[config.mk]
export PLATFORM = sky130hd
export DESIGN_NAME = timed_event_queue_unit
export DESIGN_NICKNAME = d
export VERILOG_FILES = /design/src/sv/teq_pkg.sv /design/src/sv/teq_ram.sv /design/src/sv/teq_ctrl.sv /design/src/sv/timed_event_queue_unit.sv
export SDC_FILE = /design/constraint.sdc
export NUM_CORES = 2
export LEC_CHECK = 0
export BUFFER_PORTS_ARGS = -buffer_cell sky130_fd_sc_hd__buf_2
export CAP_MARGIN = 0
export CORE_ASPECT_RATIO = 1.75
export CORE_MARGIN = 5
export CORE_UTILIZATION = 45
export CTS_CLUSTER_DIAMETER = 60
export DETAILED_ROUTE_END_ITERATION = 6
export PLACE_DENSITY_LB_ADDON = 0.3
export SLEW_MARGIN = 20
export SYNTH_ARGS = -nofsm -noshare
export SYNTH_HDL_FRONTEND = slang
export SYNTH_SLANG_ARGS = --single-unit
[constraint.sdc]
create_clock -name clock -period 17.5 [get_ports clock]
set_input_delay 0.875 -clock clock [delete_from_list [all_inputs] [get_ports clock]]
set_output_delay 0.875 -clock clock [all_outputs]
set_load 0.02 [all_outputs]
[src/sv/teq_pkg.sv]
package teq_pkg;

   localparam int TIME_W   = 64;
   localparam int BUDGET_W = 32;
   localparam int ETYPE_W  = 4;

   typedef enum logic [1:0] {
      OP_ADD      = 2'd0,
      OP_RESCHED  = 2'd1,
      OP_REMOVE   = 2'd2,
      OP_ADVANCE  = 2'd3
   } opcode_type;

   typedef enum logic [1:0] {
      ST_OK       = 2'd0,
      ST_FULL     = 2'd1,
      ST_NOTFOUND = 2'd2
   } status_type;

   typedef enum logic [2:0] {
      S_IDLE,
      S_FIND,
      S_INS_PREP,
      S_INS,
      S_INS_HEAD,
      S_ADV,
      S_HEAD,
      S_DONE
   } state_type;

   typedef struct packed {
      logic                fired;
      logic [ETYPE_W-1:0]  fired_type;
      logic                preempt;
      logic [BUDGET_W-1:0] budget;
      logic                queue_empty;
      logic [TIME_W-1:0]   now;
      status_type          status;
   } result_type;

endpackage

[src/sv/teq_ram.sv]
module teq_ram #(
   parameter int WIDTH = 68,
   parameter int DEPTH = 16
) (
   input  logic                     clock,
   input  logic                     wr_en,
   input  logic [$clog2(DEPTH)-1:0] wr_addr,
   input  logic [WIDTH-1:0]         wr_data,
   input  logic [$clog2(DEPTH)-1:0] rd_addr,
   output logic [WIDTH-1:0]         rd_data
);

   logic [WIDTH-1:0] mem [DEPTH];
   logic [WIDTH-1:0] rd_data_ff;

   always_ff @(posedge clock) begin
      if (wr_en) begin
         mem[wr_addr] <= wr_data;
      end
      rd_data_ff <= mem[rd_addr];
   end

   assign rd_data = rd_data_ff;

endmodule

[src/sv/teq_ctrl.sv]
module teq_ctrl #(
   parameter int QUEUE_DEPTH = 16,
   parameter int TYPE_BITS   = 4
) (
   input  logic                                   clock,
   input  logic                                   reset,
   input  logic                                   req_valid,
   output logic                                   req_ready,
   input  logic [1:0]                             req_opcode,
   input  logic [3:0]                             req_event_type,
   input  logic [31:0]                            req_delay,
   input  logic [31:0]                            req_elapsed,
   input  logic                                   rsp_free,
   output logic                                   done,
   output teq_pkg::result_type                    result,
   output logic                                   wr_en,
   output logic [$clog2(QUEUE_DEPTH)-1:0]         wr_addr,
   output logic [teq_pkg::TIME_W+TYPE_BITS-1:0]   wr_data,
   output logic [$clog2(QUEUE_DEPTH)-1:0]         rd_addr,
   input  logic [teq_pkg::TIME_W+TYPE_BITS-1:0]   rd_data
);
   import teq_pkg::*;

   localparam int IW = $clog2(QUEUE_DEPTH);
   localparam int CW = $clog2(QUEUE_DEPTH + 1);
   localparam int TB = TYPE_BITS;

   state_type         state_ff, state_in;
   opcode_type        op_ff, op_in;
   logic [TB-1:0]     type_ff, type_in;
   logic [31:0]       delay_ff, delay_in;
   logic [31:0]       elapsed_ff, elapsed_in;
   logic [TIME_W-1:0] cycle_ff, cycle_in;
   logic [TIME_W-1:0] when_ff, when_in;
   logic [CW-1:0]     count_ff, count_in;
   logic [IW-1:0]     idx_ff, idx_in;
   logic              ph_ff, ph_in;
   logic              found_ff, found_in;
   logic              pre_ff, pre_in;
   logic              fired_ff, fired_in;
   logic [TB-1:0]     ftype_ff, ftype_in;
   status_type        status_ff, status_in;
   logic [31:0]       budget_ff, budget_in;

   logic [TB+3:0]     req_type_ext;
   logic [TB+3:0]     ftype_ext;
   logic [TIME_W-1:0] rd_time;
   logic [TB-1:0]     rd_type;
   logic [TIME_W-1:0] diff;
   logic              hit;
   logic              last;
   logic              head_due;
   logic              ins_before;

   assign req_type_ext = {{TB{1'b0}}, req_event_type};
   assign ftype_ext    = {4'b0000, ftype_ff};
   assign rd_time      = rd_data[TB+TIME_W-1:TB];
   assign rd_type      = rd_data[TB-1:0];
   assign diff         = rd_time - cycle_ff;
   assign hit          = !found_ff && (rd_type == type_ff);
   assign last         = (CW'(idx_ff) == count_ff - 1'b1);
   assign head_due     = (cycle_ff >= rd_time);
   assign ins_before   = (when_ff < rd_time);

   always_comb begin
      state_in = state_ff;
      unique case (state_ff)
         S_IDLE: begin
            if (req_valid) begin
               unique case (opcode_type'(req_opcode))
                  OP_ADD: begin
                     state_in = (count_ff == CW'(QUEUE_DEPTH)) ? S_HEAD : S_INS_PREP;
                  end
                  OP_RESCHED, OP_REMOVE: begin
                     state_in = (count_ff == '0) ? S_HEAD : S_FIND;
                  end
                  OP_ADVANCE: begin
                     state_in = (count_ff == '0) ? S_HEAD : S_ADV;
                  end
                  default: state_in = S_IDLE;
               endcase
            end
         end
         S_FIND: begin
            if (ph_ff && last) begin
               if ((found_ff || hit) && op_ff == OP_RESCHED) begin
                  state_in = S_INS_PREP;
               end else begin
                  state_in = S_HEAD;
               end
            end
         end
         S_INS_PREP: begin
            state_in = (count_ff == '0) ? S_INS_HEAD : S_INS;
         end
         S_INS: begin
            if (ph_ff) begin
               if (!ins_before) begin
                  state_in = S_HEAD;
               end else if (idx_ff == '0) begin
                  state_in = S_INS_HEAD;
               end
            end
         end
         S_INS_HEAD: state_in = S_HEAD;
         S_ADV: begin
            if (ph_ff) begin
               if (head_due && count_ff != CW'(1)) begin
                  state_in = S_FIND;
               end else begin
                  state_in = S_HEAD;
               end
            end
         end
         S_HEAD: begin
            if (ph_ff || count_ff == '0) begin
               state_in = S_DONE;
            end
         end
         S_DONE: begin
            if (rsp_free) begin
               state_in = S_IDLE;
            end
         end
         default: state_in = S_IDLE;
      endcase
   end

   always_comb begin
      op_in      = op_ff;
      type_in    = type_ff;
      delay_in   = delay_ff;
      elapsed_in = elapsed_ff;
      cycle_in   = cycle_ff;
      when_in    = when_ff;
      count_in   = count_ff;
      idx_in     = idx_ff;
      ph_in      = ph_ff;
      found_in   = found_ff;
      pre_in     = pre_ff;
      fired_in   = fired_ff;
      ftype_in   = ftype_ff;
      status_in  = status_ff;
      budget_in  = budget_ff;
      rd_addr    = idx_ff;
      wr_en      = 1'b0;
      wr_addr    = idx_ff;
      wr_data    = rd_data;
      done       = 1'b0;
      req_ready  = 1'b0;
      unique case (state_ff)
         S_IDLE: begin
            req_ready = 1'b1;
            if (req_valid) begin
               op_in      = opcode_type'(req_opcode);
               type_in    = req_type_ext[TB-1:0];
               delay_in   = req_delay;
               elapsed_in = req_elapsed;
               fired_in   = 1'b0;
               ftype_in   = '0;
               pre_in     = 1'b0;
               found_in   = 1'b0;
               status_in  = ST_OK;
               idx_in     = '0;
               ph_in      = 1'b0;
               unique case (opcode_type'(req_opcode))
                  OP_ADD: begin
                     cycle_in = cycle_ff + TIME_W'(req_elapsed);
                     if (count_ff == CW'(QUEUE_DEPTH)) begin
                        status_in = ST_FULL;
                     end
                  end
                  OP_RESCHED, OP_REMOVE: begin
                     if (count_ff == '0) begin
                        status_in = ST_NOTFOUND;
                     end
                  end
                  OP_ADVANCE: begin
                     cycle_in = cycle_ff + TIME_W'(req_elapsed);
                  end
                  default: ;
               endcase
            end
         end
         S_FIND: begin
            ph_in = !ph_ff;
            if (ph_ff) begin
               if (hit) begin
                  found_in = 1'b1;
                  if (idx_ff == '0 && op_ff == OP_REMOVE) begin
                     pre_in = 1'b1;
                  end
               end
               if (found_ff) begin
                  wr_en   = 1'b1;
                  wr_addr = idx_ff - 1'b1;
               end
               if (last) begin
                  if (found_ff || hit) begin
                     count_in = count_ff - 1'b1;
                     if (op_ff == OP_RESCHED) begin
                        cycle_in = cycle_ff + TIME_W'(elapsed_ff);
                     end
                  end else begin
                     status_in = ST_NOTFOUND;
                  end
               end else begin
                  idx_in = idx_ff + 1'b1;
               end
            end
         end
         S_INS_PREP: begin
            when_in = cycle_ff + TIME_W'(delay_ff);
            idx_in  = IW'(count_ff - 1'b1);
            ph_in   = 1'b0;
         end
         S_INS: begin
            ph_in = !ph_ff;
            if (ph_ff) begin
               wr_en   = 1'b1;
               wr_addr = idx_ff + 1'b1;
               if (ins_before) begin
                  idx_in = idx_ff - 1'b1;
               end else begin
                  wr_data  = {when_ff, type_ff};
                  count_in = count_ff + 1'b1;
               end
            end
         end
         S_INS_HEAD: begin
            wr_en    = 1'b1;
            wr_addr  = '0;
            wr_data  = {when_ff, type_ff};
            pre_in   = (count_ff != '0);
            count_in = count_ff + 1'b1;
            ph_in    = 1'b0;
         end
         S_ADV: begin
            ph_in   = !ph_ff;
            rd_addr = '0;
            if (ph_ff && head_due) begin
               fired_in = 1'b1;
               ftype_in = rd_type;
               cycle_in = rd_time;
               if (count_ff == CW'(1)) begin
                  count_in = '0;
               end else begin
                  idx_in   = IW'(1);
                  found_in = 1'b1;
               end
            end
         end
         S_HEAD: begin
            rd_addr = '0;
            if (count_ff == '0) begin
               budget_in = '1;
               ph_in     = 1'b0;
            end else begin
               ph_in = !ph_ff;
               if (ph_ff) begin
                  if (rd_time > cycle_ff) begin
                     budget_in = (diff[TIME_W-1:32] != '0) ? '1 : diff[31:0];
                  end else begin
                     budget_in = '0;
                  end
               end
            end
         end
         S_DONE: begin
            done = rsp_free;
         end
         default: ;
      endcase
   end

   always_ff @(posedge clock) begin
      if (reset) begin
         state_ff <= S_IDLE;
         count_ff <= '0;
         cycle_ff <= '0;
         ph_ff    <= 1'b0;
      end else begin
         state_ff <= state_in;
         count_ff <= count_in;
         cycle_ff <= cycle_in;
         ph_ff    <= ph_in;
      end
      op_ff      <= op_in;
      type_ff    <= type_in;
      delay_ff   <= delay_in;
      elapsed_ff <= elapsed_in;
      when_ff    <= when_in;
      idx_ff     <= idx_in;
      found_ff   <= found_in;
      pre_ff     <= pre_in;
      fired_ff   <= fired_in;
      ftype_ff   <= ftype_in;
      status_ff  <= status_in;
      budget_ff  <= budget_in;
   end

   assign result.fired       = fired_ff;
   assign result.fired_type  = ftype_ext[3:0];
   assign result.preempt     = pre_ff;
   assign result.budget      = budget_ff;
   assign result.queue_empty = (count_ff == '0);
   assign result.now         = cycle_ff;
   assign result.status      = status_ff;

endmodule

[src/sv/timed_event_queue_unit.sv]
// Channel  Direction  Handshake             Payload
// req      in         req_valid/req_ready   opcode, event_type, delay, elapsed
// rsp      out        rsp_valid/rsp_ready   fired, fired_type, preempt, budget,
//                                           queue_empty, now, status
//
// One request at a time; the entry memory has one read and one write port and
// each entry visited is read, then compared and written back.
// A reschedule walks the queue twice when its entry is found.
// Reset clears the entry count and the clock; the memory itself is not cleared.
// A new request is taken while the previous response still waits for rsp_ready.
module timed_event_queue_unit #(
   parameter int QUEUE_DEPTH = 16,
   parameter int TYPE_BITS   = 4
) (
   input  logic        clock,
   input  logic        reset,
   input  logic        req_valid,
   output logic        req_ready,
   input  logic [1:0]  req_opcode,
   input  logic [3:0]  req_event_type,
   input  logic [31:0] req_delay,
   input  logic [31:0] req_elapsed,
   output logic        rsp_valid,
   input  logic        rsp_ready,
   output logic        rsp_fired,
   output logic [3:0]  rsp_fired_type,
   output logic        rsp_preempt,
   output logic [31:0] rsp_budget,
   output logic        rsp_queue_empty,
   output logic [63:0] rsp_now,
   output logic [1:0]  rsp_status
);
   import teq_pkg::*;

   localparam int IW = $clog2(QUEUE_DEPTH);
   localparam int EW = TIME_W + TYPE_BITS;

   logic          wr_en;
   logic [IW-1:0] wr_addr;
   logic [EW-1:0] wr_data;
   logic [IW-1:0] rd_addr;
   logic [EW-1:0] rd_data;
   logic          done;
   logic          rsp_free;
   result_type    result;
   result_type    rsp_ff, rsp_in;
   logic          rsp_valid_ff, rsp_valid_in;

   teq_ram #(
      .WIDTH (EW),
      .DEPTH (QUEUE_DEPTH)
   ) u_ram (
      .clock   (clock),
      .wr_en   (wr_en),
      .wr_addr (wr_addr),
      .wr_data (wr_data),
      .rd_addr (rd_addr),
      .rd_data (rd_data)
   );

   teq_ctrl #(
      .QUEUE_DEPTH (QUEUE_DEPTH),
      .TYPE_BITS   (TYPE_BITS)
   ) u_ctrl (
      .clock          (clock),
      .reset          (reset),
      .req_valid      (req_valid),
      .req_ready      (req_ready),
      .req_opcode     (req_opcode),
      .req_event_type (req_event_type),
      .req_delay      (req_delay),
      .req_elapsed    (req_elapsed),
      .rsp_free       (rsp_free),
      .done           (done),
      .result         (result),
      .wr_en          (wr_en),
      .wr_addr        (wr_addr),
      .wr_data        (wr_data),
      .rd_addr        (rd_addr),
      .rd_data        (rd_data)
   );

   assign rsp_free = !rsp_valid_ff || rsp_ready;

   always_comb begin
      rsp_in       = rsp_ff;
      rsp_valid_in = rsp_valid_ff;
      if (rsp_valid_ff && rsp_ready) begin
         rsp_valid_in = 1'b0;
      end
      if (done) begin
         rsp_in       = result;
         rsp_valid_in = 1'b1;
      end
   end

   always_ff @(posedge clock) begin
      if (reset) begin
         rsp_valid_ff <= 1'b0;
      end else begin
         rsp_valid_ff <= rsp_valid_in;
      end
      rsp_ff <= rsp_in;
   end

   assign rsp_valid       = rsp_valid_ff;
   assign rsp_fired       = rsp_ff.fired;
   assign rsp_fired_type  = rsp_ff.fired_type;
   assign rsp_preempt     = rsp_ff.preempt;
   assign rsp_budget      = rsp_ff.budget;
   assign rsp_queue_empty = rsp_ff.queue_empty;
   assign rsp_now         = rsp_ff.now;
   assign rsp_status      = rsp_ff.status;

endmodule

* Word level (Yosys, flattened, before mapping) *
Memory sizes are Yosys's and may differ from the RTL's. A register that Yosys moved wholly into a read port is not among the register bits.
Index checks and enable logic that the tools add are counted.

word-level totals
  flip-flop bits (word level) = 358
  bits in latches = 0
  bits in writable memories = 1088
  bits in read-only memories = 0
  logic and storage cells = 203
  memories = 1

memory list
  memory     words  bits a word  rd ports  clocked after memory_dff  wr ports  RTL line       source
  u_ram.mem  16     68           1         1                         1         teq_ram.sv:13  logic [WIDTH-1:0] mem [DEPTH];

cells by class
  $add $sub $neg = 8
  multipliers = 0
  divide/modulo/power cells = 0
  magnitude comparators = 3
  equal/unequal tests = 38
  shift operators = 0
  muxes and demuxes = 85
  bitwise gates (word level) = 0
  reductions and logical operators = 44

operators by type and width
  kind                                                              count
  64-bit 2-to-1 mux                                                 7
  64-bit by 32-bit adder with 64-bit output                         3
  64-bit case mux with 3 select lines                               1
  68-bit 2-to-1 mux                                                 2
  68-bit case mux with 2 select lines                               1
  32-bit 2-to-1 mux                                                 3
  64-bit >= comparator                                              1
  64-bit greater-than comparator                                    1
  64-bit less-than comparator                                       1
  64-bit subtractor                                                 1
  4-bit 2-to-1 mux                                                  12
  3-bit 2-to-1 mux                                                  13
  5-bit 2-to-1 mux                                                  7
  32-bit nonzero test                                               1
  2-bit by 1-bit != test with 1-bit output (second input constant)  14
  3-bit case mux with 8 select lines                                1
  8-bit AND reduction                                               3
  1-bit 2-to-1 mux                                                  20
  4-bit case mux with 5 select lines                                1
  5-bit case mux with 4 select lines                                1
  3-bit == test (second input constant)                             4
  2-bit 2-to-1 mux                                                  6
  2-bit != test (second input constant)                             6
  4-bit case mux with 3 select lines                                1
  other kinds (38)                                                  67

* Logic depth before layout (Yosys ltp) *
  depth in word-level cells = 7
  gate-level depth with buffers = 21
  gate-level depth less buffers = 17

* Cells and area by module *
A second synthesis with hierarchy kept.

unflattened totals
  cells, all modules = 4445
  area total of the unflattened synthesis = 66921.7 µm²

modules (own cells, without submodules)
  module                  times used  cells each  area each (µm²)  seq. area each (µm²)
  teq_ram                 1           1750        41980.3          34032.6
  teq_ctrl                1           2586        21742.1          6836.6
  timed_event_queue_unit  1           109         3199.3           3173.0

* Least setup slack after synthesis *
Ideal clock, no wire load.

  path type = register -> register
  start = reg u_ctrl.state_ff[2]
  end = reg rsp_ff (netlist bit rsp_budget[0]), enable pin
  data arrival time = 5.864 ns
  required time = 16.918 ns
  slack = 11.055 ns
  cell stages (with the launch flop) = 6
  path buffers = 3
  path through = dfxtp_1 > clkbuf_1 > clkbuf_1 > buf_1 > nand3_1 > nor2b_1

between the ends
  cells in the longest elaborated chain, start to end = 2

ends and longest elaborated chain
  what                    RTL line                       source
  start, declared         teq_ctrl.sv:28                 state_type state_ff, state_in;
  start signal, assigned  teq_ctrl.sv:283                state_ff <= state_in;
  3-bit == test           teq_ctrl.sv:151                unique case (state_ff)
  1-bit 2-to-1 mux        teq_ctrl.sv:151
  via done                timed_event_queue_unit.sv:43   logic done;
  end signal, assigned    timed_event_queue_unit.sv:103  rsp_ff <= rsp_in;
  end, declared           timed_event_queue_unit.sv:46   result_type rsp_ff, rsp_in;

The timed path passes the listed nets, and every way through them passes these cells.
A chain may end at the register's enable or synchronous reset.

* Worst setup path in the final report *
  start = reg u_ctrl.state_ff[0]
  end = reg u_ctrl.cycle_ff[37]

between the ends
  cells in the longest elaborated chain, start to end = 3
  elaborated cells between the ends (all ways) = 13

ends and longest elaborated chain
  what                                                                        RTL line         source
  3-bit == test (tied with other cells)                                       teq_ctrl.sv:151
  2-bit by 1-bit != test with 1-bit output (no line) (tied with other cells)  --
  8-bit AND reduction (no line)                                               --
  end signal, assigned                                                        teq_ctrl.sv:285  cycle_ff <= cycle_in;
  end, declared                                                               teq_ctrl.sv:33   logic [TIME_W-1:0] cycle_ff, cycle_in;

Several ways; a longest one is shown, not always the timed one.

==> results.py <==
metrics = {
    "grt": {
        "grt_antenna_before_repair": 6,
        "grt_max_degree": 182,
        "grt_pass1_wl_um": 271800,
        "grt_pass1_vias": 42239,
        "grt-ovfl-total": 0,
        "grtUsageTotal": 0.2320,
    },
    "layout": {
        "fin_util": 0.5038,
        "ff_latch_area_sq_um": 44040,
        "area_delta_synth_final_pct": 11.71,
        "multi_input_area_sq_um": 21080,
        "fin_area_sq_um": 74500,
        "fill_cells": 12463,
        "final_nets": 5032,
        "drive_gt1_frac": 0.1670,
    },
    "detailed_routing": {
        "ant_nets": 0,
        "dr.pass1.iters": 7,
        "drt-initial-drc-count": 3764,
        "wl_per_cell_um": 26.96,
        "avgViaCountPerCell": 6.088,
        "wl_met3_um": 10510,
        "dr.max_layer_used": "met4",
        "drc": 0,
        "wl_met1_um": 70150,
        "wl_um": 184800,
        "wl_met2_um": 94720,
        "vias": 41717,
    },
    "clock_network": {
        "cts_buffers": 134,
        "clockBufferDepth": 3,
        "clock_tree.root_cell": "clkbuf_16",
        "clkLatencyLatePin_ns": 0.78,
        "cts_setup_buffers": 0,
        "h-tree-depth": 4,
        "postCtsHoldBufs": 0,
        "ctsResizeCount": 0,
        "clock_sinks": 1514,
        "path_clk_slew_ns": 0.07,
        "cts_tree": "done",
    },
    "sta": {
        "hold_violations": 0,
        "fin_hold_ws_ns": 0.2810,
        "finalSetupTns_ns": 0,
        "rsz0062_at_grt": "no",
        "min_period_ns": 6.502,
        "worstMarginPinSlew_ns": 1.159,
        "drv_slew": 0,
        "clock_skew_ns": 0.04869,
        "finalSetupViolCount": 0,
        "slew-limit-headroom": 0.2225,
        "min_period_over_period": 0.3715,
        "max_freq_mhz": 153.8,
    },
    "power_and_ir_drop": {
        "power_per_cell_area_nw_per_um2": 181.5,
        "total_power_w": 0.01352,
        "leakagePower_nw": 24.81,
        "p_seq_frac": 0.394,
        "clock_power_share": 0.220,
        "p_int_w": 0.008493,
        "power_frac_comb": 0.385,
        "p_switching_w": 0.005028,
        "vdd_drop_max_v": 0.0001467,
        "swShare": 0.3719,
    },
    "synthesis": {
        "syn_inst": 4597,
        "synth_ff_type": "edfxtp_1",
        "synthTopCellsByArea": "edfxtp_1 (62%), mux4_2 (6.9%), dfxtp_1 (4.3%)",
        "yosysSeqAreaShare": 0.6604,
        "synth-edff-count": 1372,
        "syn_area_sq_um": 66690,
        "synth_top_area_frac": 0.6178,
        "yosysTopAreaCell": "edfxtp_1",
        "syn_nets": 4872,
        "ys_types": 100,
        "synthArstFlopShare": 0,
        "avgSynthCellArea_sq_um": 14.51,
        "yosys-top-cells-count": "edfxtp_1 (1,372), o21ai_0 (276), nand2_1 (250), a21oi_1 (212), nor2_1 (210)",
        "synth.most_common_cell": "edfxtp_1",
        "yosys_warnings": 0,
        "synth-seq-cells": 1514,
    },
    "critical_path": {
        "worstSetupPathType": "register to register",
        "worstPathMaxFanout": 28,
        "arrival_ns": 7.13,
        "end_kind": "register",
        "crit_path_start_kind": "register",
        "crit_required_ns": 18.13,
        "r2r.worst_path.cells": 16,
        "crit_path_start": "u_ctrl.state_ff[0]",
        "r2r_start": "u_ctrl.state_ff[0]",
    },
    "run": {
        "maxCapViolations": 0,
    },
    "die": {
        "die_w_um": 301.0,
        "ios": 181,
        "die_area_sq_um": 156300,
        "core-area_sq_um": 147900,
        "die_h_um": 519.2,
        "initial_core_util": 0.4510,
        "rows": 187,
    },
    "place": {
        "dp_hpwl_um": 116500,
        "placed_area_sq_um": 70000,
        "numPortBuffers": 180,
        "gp_congestion": 0.9796,
    },
    "worst_hold_path": {
        "hold_class": "input pin to register",
        "hp-start": "req_delay[14]",
        "hold_path_depth": 1,
    },
    "status": {
        "status": "complete, no violations",
    },
}
-- sequential cells by signal, summed over array words and instances, names as in the netlist, 3 cells and up --
name               flops
u_ctrl.cycle_ff       64
u_ctrl.when_ff        64
u_ctrl.elapsed_ff     32
u_ctrl.budget_ff      32
u_ram.mem           1088
u_ctrl.delay_ff       32
rsp_budget            32
u_ram.rd_data         68
u_ctrl.type_ff         4
u_ctrl.ftype_ff        4
rsp_fired_type         4
u_ctrl.state_ff        3
u_ctrl.count_ff        5
u_ctrl.idx_ff          4
rsp_now               64
-- metrics by stage --
step	instances	setup slack, ns
after floorplan	4597	11.05
after global placement	6605	11.13
after detailed placement	6605	11.08
after CTS	6851	11.04
after global routing	6852	10.59
final	6852	11.00
-- path summary, 6_finish.rpt --
check / to / slack [ns]
max: u_ctrl.cycle_ff[37] / 11.00
min: u_ctrl.delay_ff[14] / 0.28
max reg2reg: u_ctrl.cycle_ff[37] / 11.00
min reg2reg: rsp_fired_type[2] / 0.41
-- logic make-up (layout without fill, tap and decap cells) --
| group | count (synthesis) | after routing | synth area share |
|---|---|---|---|
| DFF | 1514 | 1514 | 0.6604 |
| xor gates and xnor gates | 141 | 141 | 0.01852 |
| other | 0 | 1 | 0 |
| AOI/OAI and AO/OA | 1226 | 1226 | 0.1215 |
| buffers and inverters | 450 | 720 | 0.02692 |
| muxes | 248 | 248 | 0.07620 |
| and+or+nand+nor | 817 | 817 | 0.05831 |
| adders and majority gates | 201 | 201 | 0.03805 |
-- cell usage in the layout (no fill, tap or decap), types with 41 or more instances in the layout --
cell | Yosys | final
a211oi_1 | 65 | 65
a21o_1 | 90 | 90
a21oi_1 | 212 | 212
a31oi_1 | 41 | 41
buf_2 | 48 | 180
buf_4 | 3 | 108
clkbuf_16 | 0 | 134
dfxtp_1 | 142 | 142
edfxtp_1 | 1372 | 1372
ha_1 | 198 | 198
inv_1 | 182 | 179
mux4_2 | 204 | 204
nand2_1 | 250 | 245
nand3_1 | 65 | 65
nand4_1 | 58 | 58
nor2_1 | 210 | 194
nor3_1 | 67 | 67
o21ai_0 | 276 | 273
o221ai_1 | 142 | 142
o22ai_1 | 147 | 147
xnor2_1 | 92 | 92
xor2_1 | 49 | 49
-- power groups by stage --
| stage | clock network, W | logic (W) | registers [W] |
|---|---|---|---|
| 2_1_floorplan | 0 | 0.00364 | 0.00519 |
| 3_3_place_gp | 0 | 0.00510 | 0.00539 |
| 3_5_place_dp | 0 | 0.00518 | 0.00540 |
| 4_1_cts | 0.00304 | 0.00520 | 0.00533 |
| 5_1_grt | 0.00319 | 0.00567 | 0.00535 |
| 6_report | 0.00298 | 0.00521 | 0.00533 |
-- critical path: stages (launching register included) --
cell and delay, ns:
dfxtp_1 0.95, nor2b_1 0.28, nor2b_4 0.67, mux2_2 0.44
ha_1 0.30, a211oi_1 0.42, nor4_1 0.09, or2_2 0.32
o221ai_1 0.42, a21oi_1 0.29, o31ai_2 0.50, o211ai_1 0.25
a21oi_4 0.59, nor2_1 0.26, nand2_1 0.15, a21oi_1 0.07
o32ai_1 0.29
-- routing by layer --
layer,global-route usage,vias up
met4,0.1055,0
met5,0,-
li1,-,18536
met2,0.4093,1600
met3,0.02744,424
met1,0.2861,21157
-- area by class of cell --
class	instances	area share
multi-input cells	2633	0.2830
inverters	184	0.009288
repair buffers	290	0.02351
well taps	1984	0.03332
clock inverters	66	0.01098
clock buffers	180	0.04867
diodes	1	0.00003359
flip-flops and latches	1514	0.5912
Note: power is estimated with default switching activity, not from simulation.
